[src/rtl/core/rrss_pkg.sv]
// ============================================================================
// Round-robin slice scheduler package
// Shared widths, codes, state encoding and the result record of the
// round-robin slice scheduler.
// ============================================================================
package rrss_pkg;

    // Default size of the job table.
    localparam int unsigned MAX_JOBS_DEFAULT = 16;

    // Field widths fixed by the interface.
    localparam int unsigned ARR_W      = 16;
    localparam int unsigned QUANTUM_W  = 16;
    localparam int unsigned TIME_W     = 21;
    localparam int unsigned TOTAL_W    = 25;
    localparam int unsigned SLOT_OUT_W = 4;
    localparam int unsigned CMD_W      = 2;
    localparam int unsigned STATUS_W   = 3;
    localparam int unsigned IN_DATA_W  = 32;
    localparam int unsigned OUT_DATA_W = 136;

    // Slice quantum after reset.
    localparam logic [QUANTUM_W-1:0] QUANTUM_RESET = 16'd10;

    typedef enum logic [CMD_W-1:0] {
        CMD_LOAD     = 2'd0,
        CMD_DISPATCH = 2'd1,
        CMD_CLEAR    = 2'd2
    } t_cmd;

    typedef enum logic [STATUS_W-1:0] {
        STAT_LOADED  = 3'd0,
        STAT_FULL    = 3'd1,
        STAT_SLICE   = 3'd2,
        STAT_NONE    = 3'd3,
        STAT_CLEARED = 3'd4
    } t_status;

    typedef enum logic [3:0] {
        S_IDLE,
        S_CYC,
        S_EARLY,
        S_BASE,
        S_ADV,
        S_TURN,
        S_WAIT,
        S_TOTAL,
        S_DONE
    } t_state;

    typedef struct packed {
        t_status               status;
        logic [SLOT_OUT_W-1:0] job_slot;
        logic [ARR_W-1:0]      slice_length;
        logic [TIME_W-1:0]     finish_time;
        logic                  job_finished;
        logic [TIME_W-1:0]     waiting_time;
        logic [TIME_W-1:0]     turnaround_time;
        logic [TOTAL_W-1:0]    sum_waiting;
        logic [TOTAL_W-1:0]    sum_turnaround;
        logic                  all_done;
    } t_result;

endpackage

[src/rtl/core/round_robin_slice_scheduler_top.sv]
// ============================================================================
// Round-robin slice scheduler
// Holds a table of jobs and, on each dispatch request, runs one time slice
// of the next job in round-robin order, reporting per-job and total waiting
// and turnaround times.
// ============================================================================
//
// Channel     Direction  Handshake                   Contents
// s_axis      in         i_s_axis_tvalid/o_s_axis_tready  command, arrival, burst
// m_axis      out        o_m_axis_tvalid/i_m_axis_tready  status and slice report
// cfg         in         i_cfg_valid/o_cfg_ready      slice quantum
//
// A load or a clear goes to the done state, and its result enters the output
// register once the previous result has been taken; the next request is taken
// after that. The unused command is accepted and dropped without a result. A
// dispatch on an empty table goes straight to the done state; otherwise the
// job is chosen by a scan of the table that reads one entry per cycle from the
// job memory, first in cyclic order and, when that finds nothing, again for
// the earliest arrival; two arithmetic steps follow, and three more when the
// job completes. The reset is synchronous and active low; it empties the
// table and sets the quantum to ten, and the memories themselves are not
// cleared. A request is accepted only while the scheduler is idle; a finished
// result stalls the scheduler until the previous result has been taken.
// ============================================================================
module round_robin_slice_scheduler_top #(
    parameter int unsigned MAX_JOBS = rrss_pkg::MAX_JOBS_DEFAULT
) (
    input  logic                            i_clk,
    input  logic                            i_rst_n,
    // Request channel.
    input  logic                            i_s_axis_tvalid,
    output logic                            o_s_axis_tready,
    // tdata: arrival_time [15:0], burst_length [31:16].
    input  logic [rrss_pkg::IN_DATA_W-1:0]  i_s_axis_tdata,
    // tuser: command [1:0].
    input  logic [rrss_pkg::CMD_W-1:0]      i_s_axis_tuser,
    // Result channel.
    output logic                            o_m_axis_tvalid,
    input  logic                            i_m_axis_tready,
    // tdata: job_slot [3:0], slice_length [19:4], finish_time [40:20],
    // job_finished [41], waiting_time [62:42], turnaround_time [83:63],
    // sum_waiting [108:84], sum_turnaround [133:109], all_done [134],
    // zero padding [135].
    output logic [rrss_pkg::OUT_DATA_W-1:0] o_m_axis_tdata,
    // tuser: status [2:0].
    output logic [rrss_pkg::STATUS_W-1:0]   o_m_axis_tuser,
    // Configuration channel: slice quantum.
    input  logic                            i_cfg_valid,
    output logic                            o_cfg_ready,
    input  logic [rrss_pkg::QUANTUM_W-1:0]  i_cfg_data
);

    // Slot index width and job count width follow from the table size.
    localparam int unsigned SW = (MAX_JOBS > 1) ? $clog2(MAX_JOBS) : 1;
    localparam int unsigned CW = $clog2(MAX_JOBS + 1);
    localparam int unsigned AW = rrss_pkg::ARR_W;
    localparam int unsigned TW = rrss_pkg::TIME_W;
    localparam int unsigned SUMW = rrss_pkg::TOTAL_W;

    // Job memories: one write and one registered read per cycle each.
    logic [AW-1:0] r_arr_mem [MAX_JOBS];
    logic [AW-1:0] r_bur_mem [MAX_JOBS];
    logic [AW-1:0] r_rem_mem [MAX_JOBS];

    rrss_pkg::t_state  r_state, n_state;
    rrss_pkg::t_result r_out;
    logic              r_out_vld;

    // Scheduler state.
    logic [AW-1:0]   r_quantum;
    logic [CW-1:0]   r_job_count;
    logic [CW-1:0]   r_fin_count;
    logic [TW-1:0]   r_clock;
    logic [SW-1:0]   r_cur_slot;
    logic            r_started;
    logic [SUMW-1:0] r_total_wait;
    logic [SUMW-1:0] r_total_turn;

    // Table scan pipeline.
    logic [SW-1:0] r_scan_slot;
    logic [CW-1:0] r_left;
    logic          r_q_vld;
    logic [SW-1:0] r_q_slot;
    logic [AW-1:0] r_arr_q;
    logic [AW-1:0] r_bur_q;
    logic [AW-1:0] r_rem_q;

    // Selected job and working values.
    logic            r_found;
    logic [SW-1:0]   r_sel_slot;
    logic [AW-1:0]   r_sel_arr;
    logic [AW-1:0]   r_sel_bur;
    logic [AW-1:0]   r_sel_rem;
    logic [AW-1:0]   r_run;
    logic [TW-1:0]   r_base;
    logic [TW-1:0]   r_turn;
    logic [TW-1:0]   r_wait;
    logic            r_finished;
    rrss_pkg::t_status r_status;
    logic [SW-1:0]   r_res_slot;

    // Decoded request.
    rrss_pkg::t_cmd in_cmd;
    logic [AW-1:0]  in_arr;
    logic [AW-1:0]  in_bur;
    logic           in_acc;
    logic           table_full;

    // Scan and arithmetic terms.
    logic           scan_last;
    logic           cyc_hit;
    logic           early_take;
    logic           issue;
    logic [SW-1:0]  scan_next;
    logic [AW-1:0]  q_eff;
    logic [AW-1:0]  rem_new;
    logic [TW:0]    clk_sum;
    logic [SUMW:0]  wait_sum;
    logic [SUMW:0]  turn_sum;
    logic           out_free;

    // Memory write controls.
    logic           load_we;
    logic           rem_we;
    logic [SW-1:0]  rem_wa;
    logic [AW-1:0]  rem_wd;

    assign in_cmd     = rrss_pkg::t_cmd'(i_s_axis_tuser);
    assign in_arr     = i_s_axis_tdata[AW-1:0];
    assign in_bur     = (i_s_axis_tdata[2*AW-1:AW] == '0) ? AW'(1)
                                                          : i_s_axis_tdata[2*AW-1:AW];
    assign in_acc     = i_s_axis_tvalid && o_s_axis_tready;
    assign table_full = (r_job_count >= CW'(MAX_JOBS));

    // The slot after the given one in cyclic order over the loaded jobs.
    assign scan_next  = ((CW'(r_scan_slot) + 1'b1) == r_job_count) ? '0
                                                                   : r_scan_slot + 1'b1;

    assign scan_last  = r_q_vld && (r_left == '0);
    assign cyc_hit    = r_q_vld && (r_rem_q != '0) && (TW'(r_arr_q) <= r_clock);
    assign early_take = r_q_vld && (r_rem_q != '0) && (!r_found || (r_arr_q < r_sel_arr));

    assign q_eff      = (r_quantum == '0) ? AW'(1) : r_quantum;
    assign rem_new    = r_sel_rem - r_run;
    assign clk_sum    = {1'b0, r_base} + (TW + 1)'(r_run);
    assign wait_sum   = {1'b0, r_total_wait} + (SUMW + 1)'(r_wait);
    assign turn_sum   = {1'b0, r_total_turn} + (SUMW + 1)'(r_turn);
    assign out_free   = !r_out_vld || i_m_axis_tready;

    // ------------------------------------------------------------------
    // Next state.
    // ------------------------------------------------------------------
    always_comb begin
        n_state = r_state;
        case (r_state)
            rrss_pkg::S_IDLE: begin
                if (in_acc) begin
                    case (in_cmd)
                        rrss_pkg::CMD_LOAD:  n_state = rrss_pkg::S_DONE;
                        rrss_pkg::CMD_CLEAR: n_state = rrss_pkg::S_DONE;
                        rrss_pkg::CMD_DISPATCH: begin
                            if (r_job_count == '0) begin
                                n_state = rrss_pkg::S_DONE;
                            end else if (r_started) begin
                                n_state = rrss_pkg::S_CYC;
                            end else begin
                                n_state = rrss_pkg::S_EARLY;
                            end
                        end
                        default: n_state = rrss_pkg::S_IDLE;
                    endcase
                end
            end
            rrss_pkg::S_CYC: begin
                if (cyc_hit) begin
                    n_state = rrss_pkg::S_BASE;
                end else if (scan_last) begin
                    n_state = rrss_pkg::S_EARLY;
                end
            end
            rrss_pkg::S_EARLY: begin
                if (scan_last) begin
                    n_state = (r_found || early_take) ? rrss_pkg::S_BASE : rrss_pkg::S_DONE;
                end
            end
            rrss_pkg::S_BASE:  n_state = rrss_pkg::S_ADV;
            rrss_pkg::S_ADV:   n_state = (rem_new == '0) ? rrss_pkg::S_TURN : rrss_pkg::S_DONE;
            rrss_pkg::S_TURN:  n_state = rrss_pkg::S_WAIT;
            rrss_pkg::S_WAIT:  n_state = rrss_pkg::S_TOTAL;
            rrss_pkg::S_TOTAL: n_state = rrss_pkg::S_DONE;
            rrss_pkg::S_DONE: begin
                if (out_free) begin
                    n_state = rrss_pkg::S_IDLE;
                end
            end
            default: n_state = rrss_pkg::S_IDLE;
        endcase
    end

    // ------------------------------------------------------------------
    // Control outputs.
    // ------------------------------------------------------------------
    always_comb begin
        o_s_axis_tready = (r_state == rrss_pkg::S_IDLE);
        issue   = 1'b0;
        load_we = 1'b0;
        rem_we  = 1'b0;
        rem_wa  = r_sel_slot;
        rem_wd  = rem_new;
        case (r_state)
            rrss_pkg::S_IDLE: begin
                if (in_acc && (in_cmd == rrss_pkg::CMD_LOAD) && !table_full) begin
                    load_we = 1'b1;
                    rem_we  = 1'b1;
                    rem_wa  = r_job_count[SW-1:0];
                    rem_wd  = in_bur;
                end
            end
            rrss_pkg::S_CYC: begin
                issue = (r_left != '0) && !cyc_hit;
            end
            rrss_pkg::S_EARLY: begin
                issue = (r_left != '0);
            end
            rrss_pkg::S_ADV: begin
                rem_we = 1'b1;
            end
            default: begin
                issue = 1'b0;
            end
        endcase
    end

    assign o_cfg_ready = 1'b1;

    // ------------------------------------------------------------------
    // Job memories.
    // ------------------------------------------------------------------
    always_ff @(posedge i_clk) begin
        if (load_we) begin
            r_arr_mem[r_job_count[SW-1:0]] <= in_arr;
            r_bur_mem[r_job_count[SW-1:0]] <= in_bur;
        end
        if (rem_we) begin
            r_rem_mem[rem_wa] <= rem_wd;
        end
    end

    always_ff @(posedge i_clk) begin
        r_arr_q  <= r_arr_mem[r_scan_slot];
        r_bur_q  <= r_bur_mem[r_scan_slot];
        r_rem_q  <= r_rem_mem[r_scan_slot];
        r_q_slot <= r_scan_slot;
    end

    // ------------------------------------------------------------------
    // Scheduler registers and datapath.
    // ------------------------------------------------------------------
    always_ff @(posedge i_clk) begin
        if (!i_rst_n) begin
            r_state      <= rrss_pkg::S_IDLE;
            r_out_vld    <= 1'b0;
            r_quantum    <= rrss_pkg::QUANTUM_RESET;
            r_job_count  <= '0;
            r_fin_count  <= '0;
            r_clock      <= '0;
            r_cur_slot   <= '0;
            r_started    <= 1'b0;
            r_total_wait <= '0;
            r_total_turn <= '0;
            r_scan_slot  <= '0;
            r_left       <= '0;
            r_q_vld      <= 1'b0;
            r_found      <= 1'b0;
        end else begin
            r_state <= n_state;
            r_q_vld <= issue;

            if (i_cfg_valid && o_cfg_ready) begin
                r_quantum <= i_cfg_data;
            end

            if (issue) begin
                r_scan_slot <= scan_next;
                r_left      <= r_left - 1'b1;
            end

            // A new result replaces the one just taken in the same cycle.
            if ((r_state == rrss_pkg::S_DONE) && out_free) begin
                r_out_vld <= 1'b1;
            end else if (i_m_axis_tready) begin
                r_out_vld <= 1'b0;
            end

            case (r_state)
                rrss_pkg::S_IDLE: begin
                    r_run      <= '0;
                    r_finished <= 1'b0;
                    r_wait     <= '0;
                    r_turn     <= '0;
                    r_res_slot <= load_we ? r_job_count[SW-1:0] : '0;
                    if (in_acc) begin
                        case (in_cmd)
                            rrss_pkg::CMD_LOAD: begin
                                if (table_full) begin
                                    r_status <= rrss_pkg::STAT_FULL;
                                end else begin
                                    r_status    <= rrss_pkg::STAT_LOADED;
                                    r_job_count <= r_job_count + 1'b1;
                                end
                            end
                            rrss_pkg::CMD_CLEAR: begin
                                r_status     <= rrss_pkg::STAT_CLEARED;
                                r_job_count  <= '0;
                                r_fin_count  <= '0;
                                r_clock      <= '0;
                                r_cur_slot   <= '0;
                                r_started    <= 1'b0;
                                r_total_wait <= '0;
                                r_total_turn <= '0;
                            end
                            rrss_pkg::CMD_DISPATCH: begin
                                // Stays "nothing left" unless a slice is run.
                                r_status <= rrss_pkg::STAT_NONE;
                                r_left   <= r_job_count;
                                r_found  <= 1'b0;
                                if (r_started) begin
                                    r_scan_slot <= ((CW'(r_cur_slot) + 1'b1) == r_job_count)
                                                   ? '0 : r_cur_slot + 1'b1;
                                end else begin
                                    r_scan_slot <= '0;
                                end
                            end
                            default: begin
                                r_status <= rrss_pkg::STAT_NONE;
                            end
                        endcase
                    end
                end
                rrss_pkg::S_CYC: begin
                    if (cyc_hit) begin
                        r_sel_slot <= r_q_slot;
                        r_sel_arr  <= r_arr_q;
                        r_sel_bur  <= r_bur_q;
                        r_sel_rem  <= r_rem_q;
                    end else if (scan_last) begin
                        // Nothing ready in cyclic order: fall back to the
                        // earliest arrival over the whole table.
                        r_scan_slot <= '0;
                        r_left      <= r_job_count;
                        r_found     <= 1'b0;
                    end
                end
                rrss_pkg::S_EARLY: begin
                    if (early_take) begin
                        r_found    <= 1'b1;
                        r_sel_slot <= r_q_slot;
                        r_sel_arr  <= r_arr_q;
                        r_sel_bur  <= r_bur_q;
                        r_sel_rem  <= r_rem_q;
                    end
                end
                rrss_pkg::S_BASE: begin
                    r_run  <= (r_sel_rem < q_eff) ? r_sel_rem : q_eff;
                    // An idle clock jumps forward to the job's arrival.
                    r_base <= (r_clock < TW'(r_sel_arr)) ? TW'(r_sel_arr) : r_clock;
                end
                rrss_pkg::S_ADV: begin
                    r_clock    <= clk_sum[TW] ? '1 : clk_sum[TW-1:0];
                    r_sel_rem  <= rem_new;
                    r_cur_slot <= r_sel_slot;
                    r_started  <= 1'b1;
                    r_status   <= rrss_pkg::STAT_SLICE;
                    r_res_slot <= r_sel_slot;
                end
                rrss_pkg::S_TURN: begin
                    r_turn <= r_clock - TW'(r_sel_arr);
                end
                rrss_pkg::S_WAIT: begin
                    r_wait      <= (r_turn > TW'(r_sel_bur)) ? r_turn - TW'(r_sel_bur) : '0;
                    r_finished  <= 1'b1;
                    r_fin_count <= r_fin_count + 1'b1;
                end
                rrss_pkg::S_TOTAL: begin
                    r_total_wait <= wait_sum[SUMW] ? '1 : wait_sum[SUMW-1:0];
                    r_total_turn <= turn_sum[SUMW] ? '1 : turn_sum[SUMW-1:0];
                end
                default: begin
                    r_found <= r_found;
                end
            endcase
        end
    end

    // Result register: payload only, qualified by r_out_vld.
    always_ff @(posedge i_clk) begin
        if ((r_state == rrss_pkg::S_DONE) && out_free) begin
            r_out.status          <= r_status;
            r_out.job_slot        <= rrss_pkg::SLOT_OUT_W'(r_res_slot);
            r_out.slice_length    <= r_run;
            r_out.finish_time     <= r_clock;
            r_out.job_finished    <= r_finished;
            r_out.waiting_time    <= r_wait;
            r_out.turnaround_time <= r_turn;
            r_out.sum_waiting     <= r_total_wait;
            r_out.sum_turnaround  <= r_total_turn;
            r_out.all_done        <= (r_fin_count == r_job_count);
        end
    end

    assign o_m_axis_tvalid = r_out_vld;
    assign o_m_axis_tuser  = r_out.status;
    assign o_m_axis_tdata  = {1'b0, r_out.all_done, r_out.sum_turnaround, r_out.sum_waiting,
                              r_out.turnaround_time, r_out.waiting_time, r_out.job_finished,
                              r_out.finish_time, r_out.slice_length, r_out.job_slot};

`ifndef ASSERT_OFF
    // The table never holds more jobs than it has slots.
    a_count_bound: assert property (@(posedge i_clk) disable iff (!i_rst_n)
        r_job_count <= CW'(MAX_JOBS))
        else $error("job count beyond table size");

    // Finished jobs never outnumber loaded jobs.
    a_fin_bound: assert property (@(posedge i_clk) disable iff (!i_rst_n)
        r_fin_count <= r_job_count)
        else $error("finished count exceeds job count");

    // The job served last always lies inside the loaded part of the table.
    a_cur_slot: assert property (@(posedge i_clk) disable iff (!i_rst_n)
        r_started |-> (CW'(r_cur_slot) < r_job_count))
        else $error("current slot outside loaded jobs");

    // A completion step counts exactly one finished job.
    a_fin_step: assert property (@(posedge i_clk) disable iff (!i_rst_n)
        (r_state == rrss_pkg::S_WAIT) |=> (r_fin_count == $past(r_fin_count) + 1'b1))
        else $error("finished count not advanced on completion");

    // Requests are taken only when no scan or arithmetic is in progress.
    a_busy_stall: assert property (@(posedge i_clk) disable iff (!i_rst_n)
        (r_state != rrss_pkg::S_IDLE) |-> !o_s_axis_tready)
        else $error("request accepted while busy");
`endif

endmodule

[config.mk]
export PLATFORM = sky130hd
export DESIGN_NAME = round_robin_slice_scheduler_top
export DESIGN_NICKNAME = d
export VERILOG_FILES = /design/src/rtl/core/rrss_pkg.sv /design/src/rtl/core/round_robin_slice_scheduler_top.sv
export SDC_FILE = /design/constraint.sdc
export NUM_CORES = 2
export LEC_CHECK = 0
export BUFFER_PORTS_ARGS = -buffer_cell sky130_fd_sc_hd__buf_4
export CAP_MARGIN = 20
export CORE_MARGIN = 2
export CORE_UTILIZATION = 56
export CTS_BUF_LIST = sky130_fd_sc_hd__clkbuf_16
export CTS_CLUSTER_SIZE = 12
export DETAILED_ROUTE_END_ITERATION = 12
export PLACE_DENSITY = 0.76
export RECOVER_POWER = 50
export SYNTH_ARGS = -nofsm -noshare
export SYNTH_HDL_FRONTEND = slang
export SYNTH_SLANG_ARGS = --single-unit
[constraint.sdc]
create_clock -name i_clk -period 7.5 [get_ports i_clk]
set_input_delay 0 -clock i_clk [delete_from_list [all_inputs] [get_ports i_clk]]
set_output_delay 0 -clock i_clk [all_outputs]
set_load 0.01 [all_outputs]
==> impl_metrics.tcl <==
set metrics [dict create \
    die_width_um 308 \
    ant_nets 0 \
    max_slew_margin_pct -132 \
    yosys.area.top_type_share_pct 60.6 \
    yosys_warnings 0 \
    grt_pass1_vias 30826 \
    antenna_found_initial 5 \
    first_iter_violations 3847 \
    postSynthNetCount 3814 \
    synth_edf_count 1045 \
    clk_pin_slew_ns 0.06 \
    cts_buffers 120 \
    postCtsSetupRepairBufs 0 \
    worst-path-max-fanout 47 \
    final_cells 5163 \
    worst_path_max_delay_cell "clkbuf_1" \
    grt_start_max_net_pins 132 \
    worstPathArrival_ns 5.72 \
    overflow 0 \
    async_flop_share_pct 0 \
    grt_pass1_wl_um 191000 \
    ios 197 \
    die_h_um 308 \
    final_util_pct 63.8 \
    clock_path_buffers 3 \
    finalSetupViolCount 0 \
    track_usage_pct 26.7 \
    fillers 6580 \
    tritoncts "done" \
    rsz0062_at_grt "false" \
    period_needed_ns 5.42 \
    violations "capacitance limit, slew limit" \
    power_density_mw_per_mm2 235 \
    dr_total_vias 32190 \
    cp_common_cell "clkbuf_1" \
    hold_class "in2reg" \
    peakVddDrop_uv 307 \
    clock_latency_ns 0.70 \
    coreArea_sq_mm 0.0917 \
    dp_hpwl_um 82700 \
    crit_type "in2reg" \
    cts_hold_buffers 70 \
    syn-cell-area_sq_mm 0.0518 \
    port_buffers 194 \
    dr.pass1.iters 6 \
    drt_wl_total_um 128000 \
    worst_pin_slew_ns 3.48 \
    max_freq_mhz 184 \
    die_area_sq_mm 0.0950 \
    clockRootBuffer "clkbuf_16" \
    drive_above_1_share_pct 10.6 \
    critical_path.max_stage_delay_ns 1.22 \
    finClkSkew_ns 0.0234 \
    drc 0 \
    htree_levels 3 \
    cts_resized 0 \
    avgRoutedWirePerCell_um 24.8 \
    cp-start-kind "input port" \
    start_util_pct 56.5 \
    ys_seq_elements 1215 \
    row_count 111 \
    finalHoldViolCount 0 \
    clock_sinks 1215 \
    ys.flop_type "edfxtp_1" \
    drt-vias-per-instance 6.23 \
    end_kind "flop" \
    synth_cell_types 83 \
    dp.cells 4862 \
    fin_setup_tns_ns 0 \
    p_total_w 0.0137 \
    crit_required_ns 7.79 \
    syn_to_final_growth_pct 12.8 \
    p_leak_nw 20.1 \
    synth_top_area_cell "edfxtp_1" \
    path_cells "dlygate4sd3_1, clkbuf_1, inv_1, clkbuf_1, a21oi_1, clkbuf_1" \
    place.gp.congestion 0.918 \
    nets 4092 \
    synth.area.top_cells "edfxtp_1 61%, dfxtp_1 6.6%, mux4_2 4.2%" \
    avgSynthCellArea_sq_um 14.4 \
    period_share_pct 72.3 \
    final_max_slew_viol_count 427 \
    yosysSeqAreaShare_pct 67.1 \
    status "complete, but fails checks" \
    syn_inst 3594 \
    cap_violations 10 \
]
==> layer usage <==
metal  up-vias  global-route usage (%)  share of wire [%]
met5         -                       0             0.0070
met4         2                    7.59                2.7
met3       233                    5.00                9.3
met2      1577                    43.7                 48
met1     15962                    36.9                 40
li1      14416                       -                  -
==> final cells by class <==
class                      instances  area (sq um)  area share, %
sequential                      1215         34800           59.5
antenna                            2          5.00        0.00856
timing repair buffer             339          2160           3.69
clock inverter                   104           562          0.961
tap                             1186          1480           2.54
clock buffer                     121          3030           5.18
inverter                         120           450          0.771
multi-input combinational       2076         16000           27.3
==> layout by cell type, fill, tap and decap left out, types with 45 or more instances in the layout <==
cell           instances
clkbuf_1             191
edfxtp_1            1045
clkbuf_16            121
nand2_1              237
dfxtp_1              168
o21ai_0              198
buf_4                 66
mux4_2                96
dlygate4sd3_1         70
xor2_1                45
a221oi_1              51
mux2i_1              180
o21ai_1               48
inv_1                197
mux2_2                49
nor2_1               174
a21oi_1              196
ha_1                 159
a21o_1                57
xnor2_1               55
a22oi_1               54
==> path summary, 6_finish.rpt <==
| kind | start | to | slack, ns | depth (start not counted) |
|---|---|---|---|---|
| setup / recovery | i_rst_n | r_turn[19]$_SDFFCE_PN0P_ | 2.08 | 6 |
| setup reg to reg | r_state[1]$_SDFFE_PN0P_ | o_m_axis_tdata[90]$_DFFE_PP_ | 2.27 | 4 |
| hold reg to reg | r_q_slot[0]$_DFF_P_ | r_sel_slot[0]$_DFFE_PP_ | 0.40 | 0 |
| hold / removal | i_m_axis_tready | o_m_axis_tvalid$_SDFFE_PN0P_ | 0.22 | 5 |
==> flip-flops by register name, indices dropped and copies added, names as in the netlist, 21 cells and up <==
name / count
o_m_axis_tdata: 135
r_rem_mem: 256
r_total_wait: 25
r_turn: 21
r_base: 21
r_arr_mem: 256
r_bur_mem: 256
r_wait: 21
r_clock: 21
r_total_turn: 25
==> critical path: cells and delay by family <==
| kind | cells | cell delay, ns |
|---|---|---|
| buffers and inverters | 5 | 5.22 |
| AOI/OAI and AO/OA | 1 | 0.44 |
==> metrics by stage <==
| stage | instance area, sq um | setup WS (ns) | hold slack (ns) |
|---|---|---|---|
| after floorplan | 51800 | 2.30 | 0.0989 |
| after global placement | 54700 | 3.78 | 0.231 |
| after detailed placement | 54900 | 3.71 | 0.239 |
| after CTS | 59200 | 3.64 | 0.115 |
| after global routing | 58400 | 1.84 | 0.232 |
| final | 58400 | 2.08 | 0.220 |
==> synthesized netlist by cell type (all sizes together), types with 54 or more instances <==
library cell and n:
nor2 189, o21ai 250, edfxtp 1045, mux2i 180, xnor2 55, a22oi 54
ha 159, buf 54, mux4 96, inv 120, a21o 57, clkbuf 129
dfxtp 170, nand2 237, a21oi 200
==> kinds of logic after synthesis <==
logic type	after synthesis	synth area share [%]
and+or+nand+nor	681	6.15
xor gates and xnor gates	100	1.69
adders and majority gates	165	4.07
muxes	325	8.71
AOI/OAI and AO/OA	803	9.91
DFF	1215	67.1
buffers and inverters	303	2.32
other	2	0.0145
==> power breakdown <==
group          internal (W)  total (W)  switching [W]
clock               0.00304    0.00547        0.00243
combinational      0.000217   0.000681       0.000464
sequential          0.00751    0.00759      0.0000832
total                0.0108     0.0137        0.00298
No activity file was read; power rests on OpenSTA's default activity.
